===== src/design/mdfs_pkg.sv =====
package mdfs_pkg;

	localparam int MAX_VERTICES_DEFAULT = 32;
	localparam int VERTEX_W = 5;
	localparam int ROW_W = 32;
	localparam int COUNT_W = 6;
	localparam logic [COUNT_W-1:0] COUNT_RESET = 6'd32;

	typedef struct packed {
		logic                mode;
		logic [VERTEX_W-1:0] row_index;
		logic [ROW_W-1:0]    row_bits;
		logic [VERTEX_W-1:0] start_vertex;
	} in_item_t;

	typedef struct packed {
		logic [VERTEX_W-1:0] visited_vertex;
		logic                last_in_run;
		logic                bad_start;
	} out_item_t;

	typedef enum logic [1:0] {
		ST_IDLE,
		ST_BAD,
		ST_SCAN,
		ST_POP
	} state_t;

	typedef struct packed {
		logic cfg_write;
		logic load_row;
		logic start_search;
		logic push;
		logic pop_step;
		logic pop_fetch;
		logic emit_last;
		logic emit_bad;
	} cmd_t;

	typedef struct packed {
		logic in_search;
		logic in_bad;
		logic found;
		logic depth_one;
		logic out_free;
	} status_t;

endpackage


===== src/design/matrix_depth_first_search_unit.sv =====
// A row load is taken while the controller is idle. A search keeps the input stalled until
// its final result is emitted: each push reads the next row from the found vertex directly,
// each pop reads the stack memory and then the row memory, one after the other, and a final
// scan emits the last result. A bad start passes through the bad-start state. The first
// result is registered in the output register after the scan of the start vertex's row.
// Output stalls hold a search or a bad start until the output register is free. Reset
// clears the controller, the stack depth, the visited marks and the output valid, and sets
// the vertex count to 32; the row and stack memories are not cleared.
module matrix_depth_first_search_unit #(
	parameter int MAX_VERTICES = mdfs_pkg::MAX_VERTICES_DEFAULT
) (
	input  logic                         clk,
	input  logic                         arst_n,
	input  logic                         in_valid,
	output logic                         in_stall,
	input  mdfs_pkg::in_item_t           in_item,
	output logic                         out_valid,
	input  logic                         out_stall,
	output mdfs_pkg::out_item_t          out_item,
	input  logic                         cfg_valid,
	output logic                         cfg_ready,
	input  logic [mdfs_pkg::COUNT_W-1:0] cfg_data
);
	import mdfs_pkg::*;

	cmd_t    cmd;
	status_t status;

	mdfs_ctrl u_ctrl (
		.clk       (clk),
		.arst_n    (arst_n),
		.in_valid  (in_valid),
		.in_stall  (in_stall),
		.cfg_valid (cfg_valid),
		.cfg_ready (cfg_ready),
		.status    (status),
		.cmd       (cmd)
	);

	mdfs_datapath #(
		.MAX_VERTICES(MAX_VERTICES)
	) u_datapath (
		.clk       (clk),
		.arst_n    (arst_n),
		.cmd       (cmd),
		.status    (status),
		.in_item   (in_item),
		.cfg_data  (cfg_data),
		.out_valid (out_valid),
		.out_stall (out_stall),
		.out_item  (out_item)
	);

endmodule


===== src/design/mdfs_ram.sv =====
module mdfs_ram #(
	parameter int WIDTH = 32,
	parameter int DEPTH = 32
) (
	input  logic                     clk,
	input  logic                     we,
	input  logic [$clog2(DEPTH)-1:0] waddr,
	input  logic [WIDTH-1:0]         wdata,
	input  logic                     re,
	input  logic [$clog2(DEPTH)-1:0] raddr,
	output logic [WIDTH-1:0]         rdata
);

	logic [WIDTH-1:0] mem_q [DEPTH];
	logic [WIDTH-1:0] rdata_q;

	always_ff @(posedge clk) begin
		if (we) begin
			mem_q[waddr] <= wdata;
		end
		if (re) begin
			rdata_q <= mem_q[raddr];
		end
	end

	assign rdata = rdata_q;

endmodule


===== src/design/mdfs_ctrl.sv =====
module mdfs_ctrl (
	input  logic             clk,
	input  logic             arst_n,
	input  logic             in_valid,
	output logic             in_stall,
	input  logic             cfg_valid,
	output logic             cfg_ready,
	input  mdfs_pkg::status_t status,
	output mdfs_pkg::cmd_t    cmd
);
	import mdfs_pkg::*;

	state_t state_q;
	state_t state_d;

	always_ff @(posedge clk or negedge arst_n) begin
		if (!arst_n) begin
			state_q <= ST_IDLE;
		end else begin
			state_q <= state_d;
		end
	end

	always_comb begin
		state_d = state_q;
		unique case (state_q)
			ST_IDLE: begin
				if (in_valid && status.in_search) begin
					state_d = status.in_bad ? ST_BAD : ST_SCAN;
				end
			end
			ST_BAD: begin
				if (status.out_free) begin
					state_d = ST_IDLE;
				end
			end
			ST_SCAN: begin
				if (!status.found) begin
					if (status.depth_one) begin
						if (status.out_free) begin
							state_d = ST_IDLE;
						end
					end else begin
						state_d = ST_POP;
					end
				end
			end
			ST_POP: begin
				state_d = ST_SCAN;
			end
			default: begin
				state_d = ST_IDLE;
			end
		endcase
	end

	always_comb begin
		cmd = '0;
		unique case (state_q)
			ST_IDLE: begin
				cmd.cfg_write = cfg_valid;
				if (in_valid) begin
					cmd.start_search = status.in_search;
					cmd.load_row = !status.in_search;
				end
			end
			ST_BAD: begin
				cmd.emit_bad = status.out_free;
			end
			ST_SCAN: begin
				if (status.found) begin
					cmd.push = status.out_free;
				end else if (status.depth_one) begin
					cmd.emit_last = status.out_free;
				end else begin
					cmd.pop_step = 1'b1;
				end
			end
			ST_POP: begin
				cmd.pop_fetch = 1'b1;
			end
			default: begin
				cmd = '0;
			end
		endcase
	end

	assign in_stall = (state_q != ST_IDLE);
	assign cfg_ready = (state_q == ST_IDLE);

endmodule


===== src/design/mdfs_datapath.sv =====
module mdfs_datapath #(
	parameter int MAX_VERTICES = mdfs_pkg::MAX_VERTICES_DEFAULT
) (
	input  logic                          clk,
	input  logic                          arst_n,
	input  mdfs_pkg::cmd_t                cmd,
	output mdfs_pkg::status_t             status,
	input  mdfs_pkg::in_item_t            in_item,
	input  logic [mdfs_pkg::COUNT_W-1:0]  cfg_data,
	output logic                          out_valid,
	input  logic                          out_stall,
	output mdfs_pkg::out_item_t           out_item
);
	import mdfs_pkg::*;

	localparam int AddrW = $clog2(MAX_VERTICES);
	localparam int DepthW = $clog2(MAX_VERTICES + 1);
	localparam int Cap = (MAX_VERTICES < ROW_W) ? MAX_VERTICES : ROW_W;

	logic [COUNT_W-1:0]  vcount_q;
	logic [ROW_W-1:0]    visited_q;
	logic [DepthW-1:0]   depth_q;
	logic [VERTEX_W-1:0] pend_q;
	logic                out_valid_q;
	out_item_t           out_q;

	logic [COUNT_W-1:0]  lim;
	logic [ROW_W-1:0]    lim_mask;
	logic [ROW_W-1:0]    row_rdata;
	logic [ROW_W-1:0]    cand;
	logic [VERTEX_W-1:0] found_v;
	logic [VERTEX_W-1:0] stack_rdata;
	logic [DepthW-1:0]   top_after_pop;
	logic                out_free;

	logic                row_we;
	logic                row_re;
	logic [AddrW-1:0]    row_raddr;
	logic                stk_we;
	logic [AddrW-1:0]    stk_waddr;
	logic [VERTEX_W-1:0] stk_wdata;

	assign lim = (vcount_q > COUNT_W'(Cap)) ? COUNT_W'(Cap) : vcount_q;

	always_comb begin
		for (int j = 0; j < ROW_W; j++) begin
			lim_mask[j] = (COUNT_W'(j) < lim);
		end
	end

	assign cand = row_rdata & ~visited_q & lim_mask;

	always_comb begin
		found_v = '0;
		for (int j = ROW_W - 1; j >= 0; j--) begin
			if (cand[j]) begin
				found_v = VERTEX_W'(j);
			end
		end
	end

	assign out_free = !out_valid_q || !out_stall;
	assign top_after_pop = depth_q - DepthW'(2);

	assign status.in_search = in_item.mode;
	assign status.in_bad = ({1'b0, in_item.start_vertex} >= lim);
	assign status.found = |cand;
	assign status.depth_one = (depth_q == DepthW'(1));
	assign status.out_free = out_free;

	assign row_we = cmd.load_row && (32'(in_item.row_index) < 32'(MAX_VERTICES));
	assign row_re = cmd.start_search || cmd.push || cmd.pop_fetch;

	always_comb begin
		row_raddr = AddrW'(in_item.start_vertex);
		if (cmd.push) begin
			row_raddr = AddrW'(found_v);
		end else if (cmd.pop_fetch) begin
			row_raddr = AddrW'(stack_rdata);
		end
	end

	always_comb begin
		stk_we = cmd.start_search || cmd.push;
		stk_waddr = '0;
		stk_wdata = in_item.start_vertex;
		if (cmd.push) begin
			stk_waddr = depth_q[AddrW-1:0];
			stk_wdata = found_v;
		end
	end

	mdfs_ram #(
		.WIDTH(ROW_W),
		.DEPTH(MAX_VERTICES)
	) u_rows (
		.clk   (clk),
		.we    (row_we),
		.waddr (AddrW'(in_item.row_index)),
		.wdata (in_item.row_bits),
		.re    (row_re),
		.raddr (row_raddr),
		.rdata (row_rdata)
	);

	mdfs_ram #(
		.WIDTH(VERTEX_W),
		.DEPTH(MAX_VERTICES)
	) u_stack (
		.clk   (clk),
		.we    (stk_we),
		.waddr (stk_waddr),
		.wdata (stk_wdata),
		.re    (cmd.pop_step),
		.raddr (top_after_pop[AddrW-1:0]),
		.rdata (stack_rdata)
	);

	always_ff @(posedge clk or negedge arst_n) begin
		if (!arst_n) begin
			vcount_q <= COUNT_RESET;
			visited_q <= '0;
			depth_q <= '0;
			out_valid_q <= 1'b0;
		end else begin
			if (cmd.cfg_write) begin
				vcount_q <= cfg_data;
			end
			if (cmd.start_search) begin
				visited_q <= status.in_bad ? '0 : (ROW_W'(1) << in_item.start_vertex);
				depth_q <= status.in_bad ? '0 : DepthW'(1);
			end else if (cmd.push) begin
				visited_q <= visited_q | (ROW_W'(1) << found_v);
				depth_q <= depth_q + DepthW'(1);
			end else if (cmd.pop_step || cmd.emit_last) begin
				depth_q <= depth_q - DepthW'(1);
			end
			if (cmd.push || cmd.emit_last || cmd.emit_bad) begin
				out_valid_q <= 1'b1;
			end else if (!out_stall) begin
				out_valid_q <= 1'b0;
			end
		end
	end

	always_ff @(posedge clk) begin
		if (cmd.start_search) begin
			pend_q <= in_item.start_vertex;
		end else if (cmd.push) begin
			pend_q <= found_v;
		end
		if (cmd.push) begin
			out_q <= '{visited_vertex: pend_q, last_in_run: 1'b0, bad_start: 1'b0};
		end else if (cmd.emit_last) begin
			out_q <= '{visited_vertex: pend_q, last_in_run: 1'b1, bad_start: 1'b0};
		end else if (cmd.emit_bad) begin
			out_q <= '{visited_vertex: '0, last_in_run: 1'b1, bad_start: 1'b1};
		end
	end

	assign out_valid = out_valid_q;
	assign out_item = out_q;

`ifndef ASSERT_OFF
	a_emit_has_room: assert property (@(posedge clk) disable iff (!arst_n)
		(cmd.push || cmd.emit_last || cmd.emit_bad) |-> out_free)
		else $error("Result produced while the output register is occupied.");

	a_push_in_range: assert property (@(posedge clk) disable iff (!arst_n)
		cmd.push |-> (depth_q < DepthW'(MAX_VERTICES)))
		else $error("Stack push beyond the stack depth.");

	a_pop_has_parent: assert property (@(posedge clk) disable iff (!arst_n)
		cmd.pop_step |-> (depth_q >= DepthW'(2)))
		else $error("Stack pop without a parent entry.");

	a_last_empties: assert property (@(posedge clk) disable iff (!arst_n)
		cmd.emit_last |=> (depth_q == '0))
		else $error("Stack not empty after the final result.");
`endif

endmodule


===== config.mk =====
export PLATFORM = sky130hd
export DESIGN_NAME = matrix_depth_first_search_unit
export DESIGN_NICKNAME = d
export VERILOG_FILES = /design/src/design/mdfs_pkg.sv /design/src/design/matrix_depth_first_search_unit.sv /design/src/design/mdfs_ram.sv /design/src/design/mdfs_ctrl.sv /design/src/design/mdfs_datapath.sv
export SDC_FILE = /design/constraint.sdc
export NUM_CORES = 2
export LEC_CHECK = 0
export BUFFER_PORTS_ARGS = -buffer_cell sky130_fd_sc_hd__buf_2
export CAP_MARGIN = 5
export CORE_ASPECT_RATIO = 0.7
export CORE_UTILIZATION = 35
export DETAILED_ROUTE_END_ITERATION = 6
export PLACE_DENSITY = 0.53
export SETUP_SLACK_MARGIN = 0.15
export SLEW_MARGIN = 20
export SYNTH_ARGS = -nofsm -noshare
export SYNTH_HDL_FRONTEND = slang
export SYNTH_SLANG_ARGS = --single-unit

===== constraint.sdc =====
create_clock -name clk -period 7 [get_ports clk]
set_input_delay 1.4 -clock clk [delete_from_list [all_inputs] [get_ports clk]]
set_output_delay 1.4 -clock clk [all_outputs]
set_load 0.05 [all_outputs]

* Yosys cells after proc, flatten, opt, wreduce, memory -nomap -nowiden
Memories as Yosys holds them, arrays and structs flattened. A register that Yosys moved wholly into a read port is not among the register bits.
Cells that the tools add are included.
** Word-level totals
- RAM bits :: 1184
- Memories kept :: 2
- Word-level logic and storage cells :: 152
- Bits of input ports :: 54
- Bits in registers :: 59
** Operators by class
- Equal/unequal tests :: 7
- Multiplexer cells :: 72
- Add/subtract/negate cells :: 3
- Bitwise gates (word level) :: 4
- Reduce and logical (&&, ||, !) cells :: 19
- Shifts and indexed selects :: 2
- $lt $le $gt $ge :: 34
** Memories
- u_datapath.u_rows.mem_q :: depth 32, width 32, rd ports 1, clocked after Yosys merged registers in 1, write ports 1, RTL line mdfs_ram.sv:14 : logic [WIDTH-1:0] mem_q [DEPTH];
- u_datapath.u_stack.mem_q :: depth 32, width 5, rd ports 1, clocked after Yosys merged registers in 1, write ports 1, RTL line mdfs_ram.sv:14
** Operators by type and width (number)
- 5-bit two-way mux :: 38
- 5-bit by 6-bit < comparator with 1-bit output (first input constant) :: 16
- 32-bit two-way mux :: 3
- 32-bit AND :: 2
- 1-bit by 5-bit left shift with 32-bit output (first input constant) :: 2
- 4-bit by 6-bit < comparator with 1-bit output (first input constant) :: 8
- 32-bit NOT :: 1
- 32-bit bitwise OR :: 1
- 32-bit OR reduction :: 1
- 3-bit by 6-bit < comparator with 1-bit output (first input constant) :: 4
- 6-bit two-way mux :: 4
- 7-bit two-way mux :: 3
- 1-bit two-way mux :: 15
- 2-bit two-way mux :: 7
- 1-bit by 6-bit < comparator with 1-bit output (first input constant) :: 2
- 2-bit by 6-bit < comparator with 1-bit output (first input constant) :: 2
- 2-bit case mux with 4 select lines :: 1
- 6-bit by 1-bit adder with 6-bit output (second input constant) :: 1
- 6-bit by 1-bit == test with 1-bit output (second input constant) :: 1
- 5-bit by 6-bit >= comparator with 1-bit output :: 1
- 6-bit > comparator (second input constant) :: 1
- 1-bit logical OR :: 6
- 2-bit nonzero test :: 3
- 3-bit nonzero test :: 2
- 12 further kinds :: 16

* Depth between registers and ports, before layout
- Depth in word-level cells :: 40
- Gate-level depth with buffers :: 17
- Depth with buffers taken out :: 13

* By module
From an unflattened synthesis, not the netlist that was laid out.
** Second synthesis, totals
- Cells, all modules :: 3099
- Area total of the unflattened synthesis :: 51881.0 µm²
** Modules (own cells, without submodules)
- mdfs_ram at u_datapath.u_rows :: cells each 2260, area each 40805.4 µm², sequential area each 31710.4 µm², instances 1
- mdfs_ram at u_datapath.u_stack :: cells each 277, area each 6394.9 µm², sequential area each 4954.8 µm², instances 1
- mdfs_datapath :: cells each 541, area each 4495.6 µm², sequential area each 1467.7 µm², instances 1
- mdfs_ctrl :: cells each 21, area each 185.2 µm², sequential area each 50.0 µm², instances 1

* Worst setup path before layout
No wires, ideal clock.
- Path kind :: reg-to-reg
- Start point :: reg u_datapath.vcount_q[1]
- End point :: mem u_datapath.u_stack.mem_q[0][0] (netlist bit), data pin
- Arrival :: 3593 ps
- Slack :: 2952 ps
- Buffers on the path :: 2
- Cell stages (with the launch flop) :: 10
- Period minus slack after synthesis :: 4048 ps
- Path through :: dfrtp_1 -> buf_2 -> or2_1 -> clkbuf_1 -> a311o_1 -> and2_1 -> or4_1 -> o221ai_1 -> a21oi_1 -> o21ai_0
** On the way
- Word-level cells in the longest chain between the ends :: 37
- Elaborated cells on any way between the ends :: 71
** RTL lines
- start, declared :: RTL line mdfs_datapath.sv:20 : logic [COUNT_W-1:0] vcount_q;
- start signal, assigned :: RTL line mdfs_datapath.sv:127 : vcount_q <= cfg_data;
- 6-bit > comparator :: RTL line mdfs_datapath.sv:43 : assign lim = (vcount_q > COUNT_W'(Cap)) ? COUNT_W'(Cap) : vcount_q;
- 6-bit two-way mux * :: RTL line mdfs_datapath.sv:43
- 5-bit by 6-bit < comparator with 1-bit output :: RTL line mdfs_datapath.sv:47 : lim_mask[j] = (COUNT_W'(j) < lim);
- 32-bit AND * :: RTL line mdfs_datapath.sv:51 : assign cand = row_rdata & ~visited_q & lim_mask;
- 5-bit two-way mux (32 in a row) :: RTL line mdfs_datapath.sv:56 : if (cand[j]) begin
- 5-bit two-way mux * :: RTL line mdfs_datapath.sv:87 : if (cmd.push) begin
- net u_datapath.stk_wdata[0] :: RTL line mdfs_datapath.sv:41 : logic [VERTEX_W-1:0] stk_wdata;
- end, declared :: RTL line mdfs_ram.sv:14
Mark *: on every way through the listed nets, which the timed path passes. The rest lies on a longest branch.

* Worst setup path after layout
- Start point :: reg u_datapath.vcount_q[1]
- End point :: reg u_datapath.u_rows.rdata_q[13] (netlist: u_datapath.u_rows.rdata[13]) (read register of u_datapath.u_rows.mem_q), data pin
** On the way
- Word-level cells in the longest chain between the ends :: 37
- Elaborated cells on any way between the ends :: 73
** RTL lines
- 6-bit > comparator :: RTL line mdfs_datapath.sv:43
- 6-bit two-way mux * :: RTL line mdfs_datapath.sv:43
- 5-bit by 6-bit < comparator with 1-bit output :: RTL line mdfs_datapath.sv:47
- 32-bit AND * :: RTL line mdfs_datapath.sv:51
- 5-bit two-way mux (32 in a row) :: RTL line mdfs_datapath.sv:56
- 5-bit two-way mux :: RTL line mdfs_datapath.sv:76 : if (cmd.push) begin
- end, declared :: RTL line mdfs_ram.sv:15 : logic [WIDTH-1:0] rdata_q;
Mark *: on every way between the ends. The rest lies on a longest branch, timed or not.
A chain may end at the register's enable or synchronous reset.

==> flow_summary.toml <==
[timing]
fin_hold_ws_ns = 0.479
finClkSkew_ns = 0.0612
setup_ws_ns = 1.18
rsz0062_at_grt = "no"
final.period_utilization = 0.832
tns_ns = 0
max_clock_freq_ghz = 0.172
setup_viol_count_final = 0
tightest_slew_ns = 1.17
period_minus_slack_ns = 5.82
hold_viol = 0
slew_headroom = 0.221
slew_violations = 0

[drt]
wire_per_inst_um = 27.7
drt_iter0_drc = 3811
routed_via_density = 5.53
drt_first_pass_iters = 6
antenna_left = 0
via_count = 31346
drc_errors = 0
wirelength_um = 157000

[floorplan]
io_pins = 64
die_w_um = 461
die_y_um = 324
rows = 117
coreArea_mm2 = 0.146
die_area_mm2 = 0.149
initial_core_util = 0.354

[setup_path]
cpMaxStageDelayCell = "o31ai_4"
worstPathRequired_ns = 7.47
start_kind = "flop"
crit_chain = "or4_4 > a21boi_0 > o31ai_1 > or4b_1 > o31ai_4 > nand3_1 > a21bo_4 > buf_12 > mux2i_1 > o221ai_1 > nor4_1 > a22oi_1"
path_class = "reg2reg"
end_kind = "flop"
critPathMaxStageDelay_ns = 0.71
critical_path_arrival_ns = 6.29
critPathMaxFanout = 141

[power]
p_comb_frac = 0.413
vdd_drop_max_mv = 0.547
p_int_w = 0.0164
swShare = 0.404
pwr-share-clk = 0.239
p_seq_frac = 0.348
switching_power_w = 0.0111
p_leak_nw = 19.5
powerDensity_mw_per_mm2 = 469
total_power_w = 0.0276

[clock_tree]
cts_setup_buffers = 0
root_buffer = "clkbuf_16"
clock_latency_ns = 0.78
clkTransAtPathRegs_ns = 0.07
ctsResizeCount = 0
cts_made_buffers = 118
cts_sinks = 1280
cts-hold-fix-buffers = 0
htree_levels = 3
clock_path_buffers = 3
cts_tree = "yes"

[placement]
hpwl_um = 90400
dp_slack_ns = 1.28
place.gp.congestion = 0.876
port_buffers = 63
dpl_cell_area_mm2 = 0.0548

[cells_and_area]
multi_input_area_mm2 = 0.0129
fillers = 13484
final_common_cell = "edfxtp_1"
final-seq-area_mm2 = 0.0382
drive_gt1_frac = 0.126
final_area_mm2 = 0.0588
final_cell_mix = "1231 x edfxtp_1, 645 x nand2_1, 246 x a21oi_1, 202 x mux2i_1, 118 x clkbuf_16"
num-nets-final = 3663
syn_to_final_growth_pct = 13.7

[yosys]
synth_edf_count = 1231
synth-seq-area-share = 0.739
synth_seq_cells = 1280
synth_warnings = 0
syn_inst = 3536
syn_area_per_cell_um2 = 14.6
synthDistinctLibCells = 82
mappedNetlistArea_mm2 = 0.0517
ys_async_sr_fraction = 0.0367
synth-main-ff-cell = "edfxtp_1"
syn_nets = 3601

[global_routing]
grt_pass1_vias = 29207
track_usage = 0.207
grt_antenna_before_repair = 10
globalRoute.totalOverflow = 0
grt_max_degree = 142
grt_pass1_wl_um = 220000

[outcome]
status = "finished, final reports clean"

[job]
maxCapViolations = 0

[worst_hold_path]
hold_class = "reg2reg"
==> sequential cells by signal, indices dropped and copies added (netlist names), 2 cells and up <==
register                  flops
u_datapath.u_rows.rdata      32
u_datapath.u_stack.mem_q    160
u_datapath.u_rows.mem_q    1024
u_ctrl.state_q                2
u_datapath.pend_q             5
u_datapath.u_stack.rdata      5
u_datapath.visited_q         32
u_datapath.depth_q            6
u_datapath.out_item           7
u_datapath.vcount_q           6
==> worst paths after layout <==
kind | slack (ns) | startpoint | to | cells past startpoint
min | 0.48 | u_datapath.visited_q[18] | u_datapath.visited_q[18] | 2
min reg2reg | 0.48 | u_datapath.visited_q[18] | u_datapath.visited_q[18] | 2
max reg2reg | 1.18 | u_datapath.vcount_q[1] | u_datapath.u_rows.rdata[13] | 12
max | 1.18 | u_datapath.vcount_q[1] | u_datapath.u_rows.rdata[13] | 12
max in group asynchronous | 5.63 | arst_n | u_datapath.depth_q[1] | 2
min in group asynchronous | 0.76 | arst_n | u_datapath.vcount_q[3] | 2
==> final cells by class <==
cell class / count / share of cell area
tap: 1963 / 0.0418
multi-input combinational: 2031 / 0.219
timing repair buffer: 155 / 0.0216
sequential: 1280 / 0.650
antenna: 4 / 0.000170
clock inverter: 82 / 0.0149
clock buffer: 138 / 0.0518
inverter: 12 / 0.000766
==> synth_stat cells (27+ instances only) <==
| cell | instances | share of area |
|---|---|---|
| a31oi_1 | 42 | 0.0051 |
| a21oi_1 | 248 | 0.024 |
| o22ai_1 | 74 | 0.0090 |
| a211oi_1 | 39 | 0.0057 |
| nor2b_1 | 29 | 0.0035 |
| o21ai_0 | 67 | 0.0065 |
| a22oi_1 | 33 | 0.0048 |
| buf_2 | 87 | 0.0084 |
| nand2_1 | 649 | 0.047 |
| mux2i_1 | 202 | 0.039 |
| nor2_1 | 121 | 0.0088 |
| a32oi_1 | 36 | 0.0061 |
| mux4_2 | 50 | 0.022 |
| nand3_1 | 95 | 0.0092 |
| clkbuf_1 | 103 | 0.0075 |
| and2_1 | 43 | 0.0052 |
| edfxtp_1 | 1231 | 0.72 |
| o221ai_1 | 33 | 0.0056 |
| dfrtp_1 | 46 | 0.022 |
| nand2b_1 | 27 | 0.0033 |
| nor4_1 | 66 | 0.0080 |
==> cells by family (layout without fill, tap and decap cells) <==
kind of cell	count (synthesis)	count (layout)	synth area share
flops	1280	1280	0.739
simple gates	1107	1107	0.0955
compound gates	644	644	0.0792
mux	262	262	0.0631
buf+inv	225	387	0.0195
fa+ha+maj	11	11	0.00266
xor+xnor	7	7	0.00119
other cells	0	4	0
==> metal layers <==
| layer | share of wire | GRT usage |
|---|---|---|
| met5 | 0.00022 | 0 |
| met4 | 0.023 | 0.0494 |
| met3 | 0.089 | 0.0498 |
| met2 | 0.42 | 0.297 |
| met1 | 0.46 | 0.313 |
==> worst max-delay path: cells and delay by family, from the launching register on <==
| family | cells | cell delay, ns |
|---|---|---|
| multiplexers | 1 | 0.27 |
| flip-flops | 1 | 0.61 |
| AO/OA/AOI/OAI | 6 | 2.21 |
| buffers and inverters | 1 | 0.63 |
| AND/OR/NAND/NOR | 4 | 1.67 |
==> through the flow <==
step	cells	util
detailed placement	5441	0.376
global route	5662	0.403
floorplan	3536	-
global placement	5433	0.374
CTS	5661	0.403
finish	5665	0.403
==> power by group through the flow <==
stage / Combinational [W] / Clock (W) / Sequential (W)
after floorplan: 0.00761 / 0 / 0.00944
after global placement: 0.0113 / 0 / 0.00974
after detailed placement: 0.0113 / 0 / 0.00975
after CTS: 0.0113 / 0.00670 / 0.00958
after global routing: 0.0122 / 0.00697 / 0.00962
final: 0.0114 / 0.00660 / 0.00959
(Power assumes the default switching activity.)
